--- src/hdl/assert_macros.svh ---
// shared assertion macros for the relay interlock block
`ifndef ASSERT_MACROS_SVH
`define ASSERT_MACROS_SVH

// property checked on every clock edge outside reset
`define ASSERT_ALWAYS(label, prop, msg) \
    label: assert property (@(posedge i_clk) disable iff (!i_rst_n) (prop)) else $error(msg);

// implication checked on every clock edge outside reset
`define ASSERT_IMPLIES(label, cond, prop, msg) \
    label: assert property (@(posedge i_clk) disable iff (!i_rst_n) (cond) |-> (prop)) \
        else $error(msg);

`endif

--- src/hdl/rid_pkg.sv ---
package rid_pkg;

    localparam logic [15:0] DEAD_TIME_RESET = 16'd100;
    localparam int unsigned NUM_RELAYS = 4;

    typedef enum logic [1:0] {
        OP_SET     = 2'd0,
        OP_PROCESS = 2'd1,
        OP_READ    = 2'd2
    } t_op;

    typedef struct packed {
        t_op         op;
        logic [1:0]  relay_index;
        logic        relay_level;
        logic [31:0] current_time_ms;
    } t_req;

    typedef struct packed {
        logic valid;
        t_req req;
    } t_req_stage;

endpackage

--- src/hdl/rid_in_stage.sv ---
module rid_in_stage (
    input  logic              i_clk,
    input  logic              i_rst_n,
    input  logic              i_valid,
    output logic              o_ready,
    input  logic [1:0]        i_operation,
    input  logic [1:0]        i_relay_index,
    input  logic              i_relay_level,
    input  logic [31:0]       i_current_time_ms,
    input  logic              i_take,
    output rid_pkg::t_req_stage o_stage
);

    logic         r_valid;
    logic         n_valid;
    rid_pkg::t_req r_req;
    logic         w_load;

    // slot is free when empty or when the core takes the held request this cycle
    assign o_ready = !r_valid || i_take;
    assign w_load  = i_valid && o_ready;

    always_comb begin
        n_valid = r_valid;
        if (w_load) begin
            n_valid = 1'b1;
        end else if (i_take) begin
            n_valid = 1'b0;
        end
    end

    always_ff @(posedge i_clk) begin
        if (!i_rst_n) begin
            r_valid <= 1'b0;
        end else begin
            r_valid <= n_valid;
        end
    end

    always_ff @(posedge i_clk) begin
        if (w_load) begin
            r_req.op              <= rid_pkg::t_op'(i_operation);
            r_req.relay_index     <= i_relay_index;
            r_req.relay_level     <= i_relay_level;
            r_req.current_time_ms <= i_current_time_ms;
        end
    end

    assign o_stage.valid = r_valid;
    assign o_stage.req   = r_req;

endmodule

--- src/hdl/rid_core.sv ---
`include "assert_macros.svh"

module rid_core (
    input  logic                i_clk,
    input  logic                i_rst_n,
    input  logic                i_cfg_wr_en,
    input  logic [15:0]         i_cfg_wr_data,
    input  rid_pkg::t_req_stage i_stage,
    output logic                o_take,
    output logic                o_valid,
    input  logic                i_ready,
    output logic [3:0]          o_relay_drive,
    output logic                o_read_level,
    output logic                o_dead_time_pending
);

    logic [15:0] r_dead_time;
    logic [3:0]  r_target;
    logic [3:0]  n_target;
    logic [3:0]  r_actual;
    logic [3:0]  n_actual;
    logic        r_waiting;
    logic        n_waiting;
    logic        r_pend;
    logic        n_pend;
    logic [31:0] r_wait_start;
    logic [31:0] n_wait_start;
    logic        r_out_valid;
    logic        r_read_level;
    logic        n_read_level;

    logic [3:0]  w_act;
    logic [1:0]  w_off;
    logic        w_wait;
    logic [1:0]  w_want;
    logic [31:0] w_elapsed;

    assign o_take = i_stage.valid && (!r_out_valid || i_ready);

    always_comb begin
        n_target     = r_target;
        n_actual     = r_actual;
        n_waiting    = r_waiting;
        n_pend       = r_pend;
        n_wait_start = r_wait_start;
        n_read_level = 1'b0;
        w_act        = {r_target[3:2], r_actual[1:0]};
        w_off        = ~r_target[1:0] & r_actual[1:0];
        w_wait       = 1'b0;
        w_want       = 2'b00;
        w_elapsed    = i_stage.req.current_time_ms - r_wait_start;

        case (i_stage.req.op)
            rid_pkg::OP_SET: begin
                // switching one interlocked relay on drops its partner's target
                if (i_stage.req.relay_level) begin
                    if (i_stage.req.relay_index == 2'd0) begin
                        n_target[1] = 1'b0;
                    end else if (i_stage.req.relay_index == 2'd1) begin
                        n_target[0] = 1'b0;
                    end
                end
                n_target[i_stage.req.relay_index] = i_stage.req.relay_level;
            end
            rid_pkg::OP_PROCESS: begin
                w_act[1:0] = r_actual[1:0] & r_target[1:0];
                w_wait     = r_waiting && !w_off[r_pend];
                w_want     = r_target[1:0] & ~w_act[1:0];
                if (!w_wait) begin
                    // only the first relay wanting on is considered
                    if (w_want[0]) begin
                        if (!w_act[1]) begin
                            n_waiting    = 1'b1;
                            n_pend       = 1'b0;
                            n_wait_start = i_stage.req.current_time_ms;
                        end else begin
                            n_waiting = 1'b0;
                        end
                    end else if (w_want[1] && !w_act[0]) begin
                        n_waiting    = 1'b1;
                        n_pend       = 1'b1;
                        n_wait_start = i_stage.req.current_time_ms;
                    end else begin
                        n_waiting = 1'b0;
                    end
                end else if (w_elapsed >= {16'd0, r_dead_time}) begin
                    if (r_target[{1'b0, r_pend}]) begin
                        w_act[{1'b0, r_pend}] = 1'b1;
                    end
                    n_waiting = 1'b0;
                end
                n_actual = w_act;
            end
            rid_pkg::OP_READ: begin
                n_read_level = r_actual[i_stage.req.relay_index];
            end
            default: begin
            end
        endcase
    end

    always_ff @(posedge i_clk) begin
        if (!i_rst_n) begin
            r_dead_time  <= rid_pkg::DEAD_TIME_RESET;
            r_target     <= '0;
            r_actual     <= '0;
            r_waiting    <= 1'b0;
            r_pend       <= 1'b0;
            r_wait_start <= '0;
            r_out_valid  <= 1'b0;
        end else begin
            if (i_cfg_wr_en) begin
                r_dead_time <= i_cfg_wr_data;
            end
            if (o_take) begin
                r_target     <= n_target;
                r_actual     <= n_actual;
                r_waiting    <= n_waiting;
                r_pend       <= n_pend;
                r_wait_start <= n_wait_start;
                r_out_valid  <= 1'b1;
            end else if (i_ready) begin
                r_out_valid <= 1'b0;
            end
        end
    end

    always_ff @(posedge i_clk) begin
        if (o_take) begin
            r_read_level <= n_read_level;
        end
    end

    assign o_valid             = r_out_valid;
    assign o_relay_drive       = r_actual;
    assign o_read_level        = r_read_level;
    assign o_dead_time_pending = r_waiting;

    `ASSERT_ALWAYS(a_interlock_drive, !(r_actual[0] && r_actual[1]),
        "interlocked relays both driven")
    `ASSERT_ALWAYS(a_interlock_target, !(r_target[0] && r_target[1]),
        "interlocked relays both targeted")
    `ASSERT_IMPLIES(a_pending_off, r_waiting, !r_actual[{1'b0, r_pend}],
        "pending relay already driven")
    `ASSERT_ALWAYS(a_state_hold, $past(o_take) || $stable(r_actual) || $past(!i_rst_n),
        "relay state moved without a request")

endmodule

--- src/hdl/relay_interlock_dead_time_top.sv ---
// four-relay driver with a dead-time interlock between relays 0 and 1
// request channel: i_valid/o_ready with operation, relay index, level and timestamp;
// a request is taken on a clock edge where both are high
// result channel: o_valid/i_ready carrying relay drive, read level and pending flag
// dead-time register: written by i_cfg_wr_en/i_cfg_wr_data; write only while idle (not enforced)
// a request taken into the request register is processed when the core takes it,
// which waits while a result is stalled; its result is then registered and presented
// throughput: one request per cycle while the result channel is not stalled, set by
// the single state update between the request register and the result register
// a request is taken while an earlier result still waits; a stalled result holds
// and one further request sits in the request register until the result moves
// reset (synchronous, active low) clears targets, drive, the wait and both
// valids; dead time returns to 100 ms
module relay_interlock_dead_time_top (
    input  logic        i_clk,
    input  logic        i_rst_n,
    input  logic        i_cfg_wr_en,
    input  logic [15:0] i_cfg_wr_data,
    input  logic        i_valid,
    output logic        o_ready,
    input  logic [1:0]  i_operation,
    input  logic [1:0]  i_relay_index,
    input  logic        i_relay_level,
    input  logic [31:0] i_current_time_ms,
    output logic        o_valid,
    input  logic        i_ready,
    output logic [3:0]  o_relay_drive,
    output logic        o_read_level,
    output logic        o_dead_time_pending
);

    rid_pkg::t_req_stage w_stage;
    logic                w_take;

    rid_in_stage u_in_stage (
        .i_clk             (i_clk),
        .i_rst_n           (i_rst_n),
        .i_valid           (i_valid),
        .o_ready           (o_ready),
        .i_operation       (i_operation),
        .i_relay_index     (i_relay_index),
        .i_relay_level     (i_relay_level),
        .i_current_time_ms (i_current_time_ms),
        .i_take            (w_take),
        .o_stage           (w_stage)
    );

    rid_core u_core (
        .i_clk               (i_clk),
        .i_rst_n             (i_rst_n),
        .i_cfg_wr_en         (i_cfg_wr_en),
        .i_cfg_wr_data       (i_cfg_wr_data),
        .i_stage             (w_stage),
        .o_take              (w_take),
        .o_valid             (o_valid),
        .i_ready             (i_ready),
        .o_relay_drive       (o_relay_drive),
        .o_read_level        (o_read_level),
        .o_dead_time_pending (o_dead_time_pending)
    );

endmodule
--- config.mk ---
export PLATFORM = sky130hd
export DESIGN_NAME = relay_interlock_dead_time_top
export DESIGN_NICKNAME = d
export VERILOG_FILES = /design/src/hdl/rid_pkg.sv /design/src/hdl/rid_in_stage.sv /design/src/hdl/rid_core.sv /design/src/hdl/relay_interlock_dead_time_top.sv
export VERILOG_INCLUDE_DIRS = /design/src /design/src/hdl
export SDC_FILE = /design/constraint.sdc
export NUM_CORES = 1
export LEC_CHECK = 0
export BUFFER_PORTS_ARGS = -buffer_cell sky130_fd_sc_hd__buf_2
export CAP_MARGIN = 20
export CORE_MARGIN = 4
export CORE_UTILIZATION = 60
export DETAILED_ROUTE_END_ITERATION = 10
export GPL_TIMING_DRIVEN = 0
export PLACE_DENSITY = 0.9
export SLEW_MARGIN = 15
export SYNTH_ARGS = -nofsm -noshare
export SYNTH_HDL_FRONTEND = slang
export SYNTH_HIERARCHICAL = 1
export SYNTH_SLANG_ARGS = --single-unit
--- constraint.sdc ---
create_clock -name i_clk -period 3.7 [get_ports i_clk]
set_input_delay 0.74 -clock i_clk [delete_from_list [all_inputs] [get_ports i_clk]]
set_output_delay 0.74 -clock i_clk [all_outputs]
set_load 0.01 [all_outputs]
==> summary.md, run 1 <==
| Metric | Value |
|---|---|
| Status | `finished, violations left` |
| Failing checks | `setup timing` |
| Synth Warn # | `6` |
| Layout cells sized above 1 | `0.240` |
| Number of port buffers | `between 60 and 70` |
| FP Rows | `36` |
| Final WL | `16.1 mm` |
| Final slew viol count | `0` |
| Initial core utilization | `0.622` |
| Fillers | `694` |
| Total die area | `11900 µm²` |
| Drt initial violations | `roughly 350` |
| Ys async rst share | `0` |
| Setup Skew | `about 0.014 ns` |
| Max VDD drop | `371 µV` |
| Reg clk slew, reported paths | `roughly 0.11 ns` |
| H-tree levels | `3` |
| Placed Area | `between 6000 and 7000 µm²` |
| DRC viols | `0` |
| Finished Cell Area | `7290 µm²` |
| Worst Path Max Fanout | `5` |
| Die Ht | `109 µm` |
| Post-synth EDFFs | `38` |
| Synth area leaders | `dfxtp_1 20%, edfxtp_1 19%, ha_1 9.6%, mux2i_1 8.2%, nor2b_1 5.6%` |
| Synthesized area | `between 6000 and 7000 µm²` |
| Number of global-route vias before repair | `5026` |
| Synthesized area per cell | `roughly 9.5 µm²` |
| GRT Util Overall | `0.268` |
| Worst-Margin Slew | `0.675 ns` |
| Clock sink count | `between 90 and 100` |
| Critical Setup Path Class | `flop to flop` |
| CP Data Arrival Time | `4.18 ns` |
| Clk buf depth | `2` |
| Vias per cell | `5.88` |
| Largest area contributor in the netlist | `dfxtp_1` |
| P_leak | `roughly 3 nW` |
| Grt ovf | `0` |
| P&R area growth vs syn | `18.9%` |
| Maximum Capacitance Violations | `0` |
| Top_reg_cell synth | `dfxtp_1` |
| Worst endpoint required time | `about 4.1 ns` |
| DR vias | `5216` |
| Drt pass-1 iters | `5` |
| Final setup fails | `3` |
| Sequential share of the synthesized area | `0.382` |
| Worst rel slew slack | `0.550` |
| Min setup slack post-route | `-0.129 ns` |
| CTS root buffer | `clkbuf_8` |
| Synth Register Bits | `98` |
| Hold Slack | `about 0.51 ns` |
| Final period utilization | `1.03` |
| Cell count after synthesis | `646` |
| Final hold vios | `0` |
| Core box area | `slightly below 10000 µm²` |
| CP Capture Type | `flop` |
| ANT cells | `0` |
| HPWL after DPL | `11.3 mm` |
| Fmax | `261 MHz` |
| I/O pin count | `66` |
| CTS tree | `done` |
| Largest net degree at the start of global routing | `38` |
| Unique masters post-synth | `68` |
| First-pass GRT wire length | `24.5 mm` |
| Final Util | `0.739` |
| Yosys top cell area share | `0.196` |
| DR WL/cell | `18.2 µm` |
| RSZ-0062 raised after global routing | `yes` |
| ANT nets after route | `0` |
| Final min period | `roughly 3.8 ns` |
| Cell Pwr Density | `339 nW/µm²` |
| Initial antenna violation count | `0` |
| Final Net Count | `855` |
| Pre-CTS setup slack | `-0.392 ns` |
| Startpoint Class | `flop` |
| Hold Path Class | `primary input to flop` |
| Gp weighted congestion | `roughly 0.95` |
| Synthesized Nets | `752` |
| Die width | `about 110 µm` |
| CTS buffer count | `9` |
| Clk_lat worst skew | `0.40 ns` |
synth_stat cells, types with 2 or more instances:
cell type / number
mux2i_1: 50
a21oi_1: 41
nor2_1: 22
nor3b_1: 2
nand2b_1: 7
a211oi_1: 2
o2111ai_1: 3
and3_1: 3
o211ai_1: 11
o22ai_1: 2
xnor2_1: 12
nand2_1: 39
dfxtp_1: 60
buf_2: 11
a2111oi_2: 2
edfxtp_1: 38
a41oi_1: 2
nand3b_1: 3
a21oi_2: 8
and3b_1: 3
o31ai_1: 3
clkbuf_1: 10
a211o_1: 3
o211a_1: 2
a221oi_1: 3
a31oi_1: 7
xor2_1: 10
nor2b_1: 55
nor3_1: 11
a21o_1: 11
nand3_1: 13
ha_1: 47
o21a_1: 7
inv_1: 61
and2_1: 8
a32o_1: 2
nand4_1: 8
o21ai_0: 23
a21boi_0: 2
buf_4: 5
o21ai_1: 5
and4_1: 2
and2_4: 2
cell families after synthesis:
family,after synthesis,synth area share
simple gates,186,0.168
compound gates,152,0.172
flops,98,0.382
buf+inv,88,0.0604
mux,52,0.0871
fa+ha+maj,48,0.0992
xor+xnor,22,0.0314
power breakdown:
part | switching [mW] | internal (mW)
clock | 0.422 | 0.327
combinational | 0.295 | 0.234
sequential | 0.0293 | 1.17
flip-flops by register name, indices dropped and copies added (netlist names):
signal,cells
u_core/o_dead_time_pending,1
u_core/o_read_level,1
u_core/o_relay_drive,4
u_core/o_valid,1
u_core/r_dead_time,16
u_core/r_pend,1
u_core/r_target,4
u_core/r_wait_start,32
u_in_stage/o_stage,37
u_in_stage/r_valid,1
metrics by stage:
stage / std cells / TNS [ns] / power, mW
after floorplan: 646 / 0 / 1.52
after global placement: 843 / -1.07 / 1.64
after detailed placement: 843 / -1.11 / 1.66
after CTS: 864 / 0 / 2.42
after global routing: 887 / -0.720 / 2.59
final: 887 / -0.303 / 2.47
critical path, cell delays in order (launching register included):
cell and delay [ns]:
edfxtp_1 0.42, ha_1 0.43, o211ai_1 0.19, buf_4 0.18, a21oi_2 0.13, o2111ai_2 0.17
nand3b_1 0.18, xor2_1 0.20, ha_1 0.26, nor2b_1 0.15, o21ai_2 0.19, o21ai_2 0.10
a2111oi_4 0.33, nand4_1 0.16, nor4_2 0.24, and4_4 0.29, a32o_1 0.17
cells in the final DEF (no fill, tap or decap), types with 4 or more instances in the layout:
| cell type | netlist | final |
|---|---|---|
| clkbuf_1 | 10 | 10 |
| a31oi_1 | 7 | 7 |
| nand2_1 | 39 | 39 |
| nand4_1 | 8 | 8 |
| xnor2_1 | 12 | 12 |
| edfxtp_1 | 38 | 38 |
| and2_1 | 8 | 8 |
| o211ai_1 | 11 | 11 |
| o21ai_0 | 23 | 18 |
| buf_2 | 11 | 74 |
| buf_4 | 5 | 29 |
| clkbuf_8 | 0 | 9 |
| nand2b_1 | 7 | 5 |
| o21ai_2 | 1 | 4 |
| ha_1 | 47 | 36 |
| nor3_1 | 11 | 11 |
| ha_4 | 0 | 9 |
| nand3_1 | 13 | 11 |
| o21ai_1 | 5 | 7 |
| dfxtp_1 | 60 | 60 |
| nor2b_1 | 55 | 55 |
| inv_1 | 61 | 61 |
| a21oi_1 | 41 | 34 |
| a21o_1 | 11 | 11 |
| xor2_1 | 10 | 9 |
| buf_6 | 1 | 5 |
| a21oi_2 | 8 | 13 |
| mux2i_1 | 50 | 50 |
| o21a_1 | 7 | 7 |
| nor2_1 | 22 | 22 |
repair_timing:
| action | in CTS | in global routing |
|---|---|---|
| pin swaps | 10 | 26 |
| resized for setup | 13 | 31 |
| hold buffers | 0 | 0 |
| buffers inserted | 5 | 23 |
| setup endpoints to repair | 3 | 3 |
area by class of cell:
| class | count | area [µm²] | area share |
|---|---|---|---|
| plain buffers | 27 | 159 | 0.0218 |
| well taps | 133 | 166 | 0.0228 |
| flip-flops and latches | 98 | 2340 | 0.321 |
| repair buffers | 92 | 531 | 0.0728 |
| clock buffers | 9 | 124 | 0.0170 |
| multi-input cells | 460 | 3660 | 0.501 |
| clock inverters | 7 | 83.8 | 0.0115 |
| inverters | 61 | 229 | 0.0314 |
layer usage:
| layer | wire length, µm | GRT usage | vias up |
|---|---|---|---|
| li1 | - | - | 2507 |
| met1 | 6870 | 0.347 | 2456 |
| met2 | 7740 | 0.443 | 216 |
| met3 | 1190 | 0.0657 | 37 |
| met4 | 306 | 0.0784 | 0 |
| met5 | 0 | 0 | - |
final timing paths:
check | depth (start not counted) | startpoint | slack, ns | endpoint
worst min register to register | 2 | u_core/r_dead_time[2] | 0.52 | u_core/r_dead_time[2]
worst max register to register | 16 | u_in_stage/o_stage[5] | -0.13 | u_core/o_dead_time_pending
worst max-delay path | 16 | u_in_stage/o_stage[5] | -0.13 | u_core/o_dead_time_pending
worst min-delay path | 1 | i_current_time_ms[23] | 0.51 | u_in_stage/o_stage[23]
Power figures use the tool's default switching activity.
==> run 2, diff against run 1 <==
MAX_ROUTING_LAYER = met4   (was unset)
==> summary.md, run 2 (synthesis gave the netlist of run 1 again) <==
| Metric | Value |
|---|---|
| Status | `finished, violations left` |
| Failing checks | `setup timing` |
| Commonest non-fill, non-tap cells in the layout | `74 x buf_2, 60 x inv_1, 60 x dfxtp_1` |
| Vias per cell | `about 5.9` |
| Final slew viol count | `0` |
| Number of port buffers | `64` |
| ANT cells | `0` |
| CTS buffer count | `9` |
| Most common cell after layout, fill and taps aside | `buf_2` |
| Worst-path cell chain | `inv_2, ha_2, fa_2, nand2b_4, a21o_1, nand2b_1, a21o_1, a31oi_2, xnor2_1, ha_1, nor2b_1, o21ai_0, o21ai_0, o21bai_1, nand4_1, nor4_2, and4_4, buf_4, a21oi_2` |
| Clk buf depth | `2` |
| Clock sink count | `98` |
| Max VDD drop | `219 µV` |
| P&R area growth vs syn | `17.4%` |
| Largest net degree at the start of global routing | `38` |
| HPWL after DPL | `approximately 12 mm` |
| First-pass GRT wire length | `25.2 mm` |
| RSZ-0062 raised after global routing | `yes` |
| Final period utilization | `1.01` |
| Final Util | `0.730` |
| Clk_lat worst skew | `0.37 ns` |
| Number of global-route vias before repair | `5150` |
| I/O pin count | `66` |
| Gp weighted congestion | `roughly 0.90` |
| Final hold vios | `0` |
| Worst path slowest cell | `edfxtp_1` |
| Worst rel slew slack | `0.547` |
| DRC viols | `0` |
| Layout cells sized above 1 | `0.235` |
| Die Ht | `between 100 and 150 µm` |
| Critical Setup Path Class | `flop to flop` |
| Min setup slack post-route | `-0.0219 ns` |
| Final min period | `3.72 ns` |
| Placed insts | `843` |
| Core box area | `9860 µm²` |
| FP Rows | `36` |
| H-tree levels | `3` |
| Final setup fails | `1` |
| Finished Cell Area | `7200 µm²` |
| Final Net Count | `about 850` |
| Pre-CTS setup slack | `-0.400 ns` |
| DR vias | `between 5k and 6k` |
| CTS tree | `done` |
| Startpoint Class | `flop` |
| Fillers | `~700` |
| P_leak | `3.03 nW` |
| Worst Path Max Fanout | `3` |
| Cell Pwr Density | `331 nW/µm²` |
| CP Capture Type | `flop` |
| Reg clk slew, reported paths | `0.10 ns` |
| Drt initial violations | `372` |
| Non-Filler Instances | `883` |
| Grt ovf | `0` |
| Placed Area | `6620 µm²` |
| Largest stage delay, worst path | `0.36 ns` |
| Number of flip-flops in the largest register | `37` |
| Die width | `109 µm` |
| Final WL | `16.0 mm` |
| Worst endpoint required time | `between 3 and 4 ns` |
| Maximum Capacitance Violations | `0` |
| ANT nets after route | `0` |
| Tot Pwr | `2.38 mW` |
| DR WL/cell | `18.2 µm` |
| GRT Util Overall | `0.281` |
| Drt pass-1 iters | `7` |
| Hold Path Class | `flop to flop` |
| Post-CTS Hold Buffers | `0` |
| Initial antenna violation count | `0` |
| CTS root buffer | `clkbuf_8` |
| Fmax | `269 MHz` |
| Initial core utilization | `0.622` |
| CP Data Arrival Time | `~4.0 ns` |
| Total die area | `about 12000 µm²` |
| Worst-Margin Slew | `between 0.6 and 0.7 ns` |
| Setup Skew | `0.0111 ns` |
==> run 2: cell count changes in the layout (fill, tap and decap cells not counted), moves of 2 or more <==
cell   before  now
buf_4      29   25
ha_2        2    4
ha_1       36   39
ha_4        9    4
==> run 2: timing repair <==
item,in CTS,in global routing
hold endpoints to repair,0,0
resized for setup,16,31
buffers inserted,5,19
pin swaps,11,10
setup endpoints to repair,3,3
==> run 2: routing by layer <==
layer  global-route usage  share of wire
met1                0.363           0.43
met2                0.453           0.47
met3               0.0485          0.073
met4               0.0857          0.026
met5                    -              0
==> run 2: final timing paths <==
kind | start | to | slack, ns | depth (start not counted)
worst max-delay path | u_in_stage/o_stage[0] | u_core/o_relay_drive[0] | -0.02 | 19
worst min-delay path | u_core/r_dead_time[2] | u_core/r_dead_time[2] | 0.50 | 2
worst max register to register | u_in_stage/o_stage[0] | u_core/o_relay_drive[0] | -0.02 | 19
worst min register to register | u_core/r_dead_time[2] | u_core/r_dead_time[2] | 0.50 | 2
==> run 2: per-stage QoR <==
step,TNS [ns],hold slack [ns]
2_1_floorplan,0,0.461
3_3_place_gp,-1.14,0.479
5_1_grt,-0.321,0.504
6_report,-0.0219,0.502
4_1_cts,0,0.510
3_5_place_dp,-1.16,0.495
==> run 2: report_power, final <==
group | leakage (nW) | total, mW | switching, mW | internal (mW)
combinational | 2.08 | 0.514 | 0.290 | 0.223
clock | 0.0968 | 0.671 | 0.396 | 0.275
sequential | 0.853 | 1.19 | 0.0279 | 1.17
==> run 2: final cells by class <==
cell class | instances | area [µm²] | area share
multi-input combinational | 460 | 3610 | 0.502
clock buffer | 11 | 141 | 0.0196
buffer | 27 | 159 | 0.0221
inverter | 61 | 229 | 0.0318
tap | 133 | 166 | 0.0231
sequential | 98 | 2340 | 0.325
clock inverter | 5 | 43.8 | 0.00608
timing repair buffer | 88 | 500 | 0.0695
==> run 2: critical path: cells and delay by family (launching register included) <==
kind	cells	cell delay (ns)
AND/OR/NAND/NOR	6	1.10
AO/OA/AOI/OAI	7	0.98
buffers and inverters	2	0.16
flip-flops	1	0.36
adder cells (fa/ha/maj)	3	0.80
XOR/XNOR	1	0.20
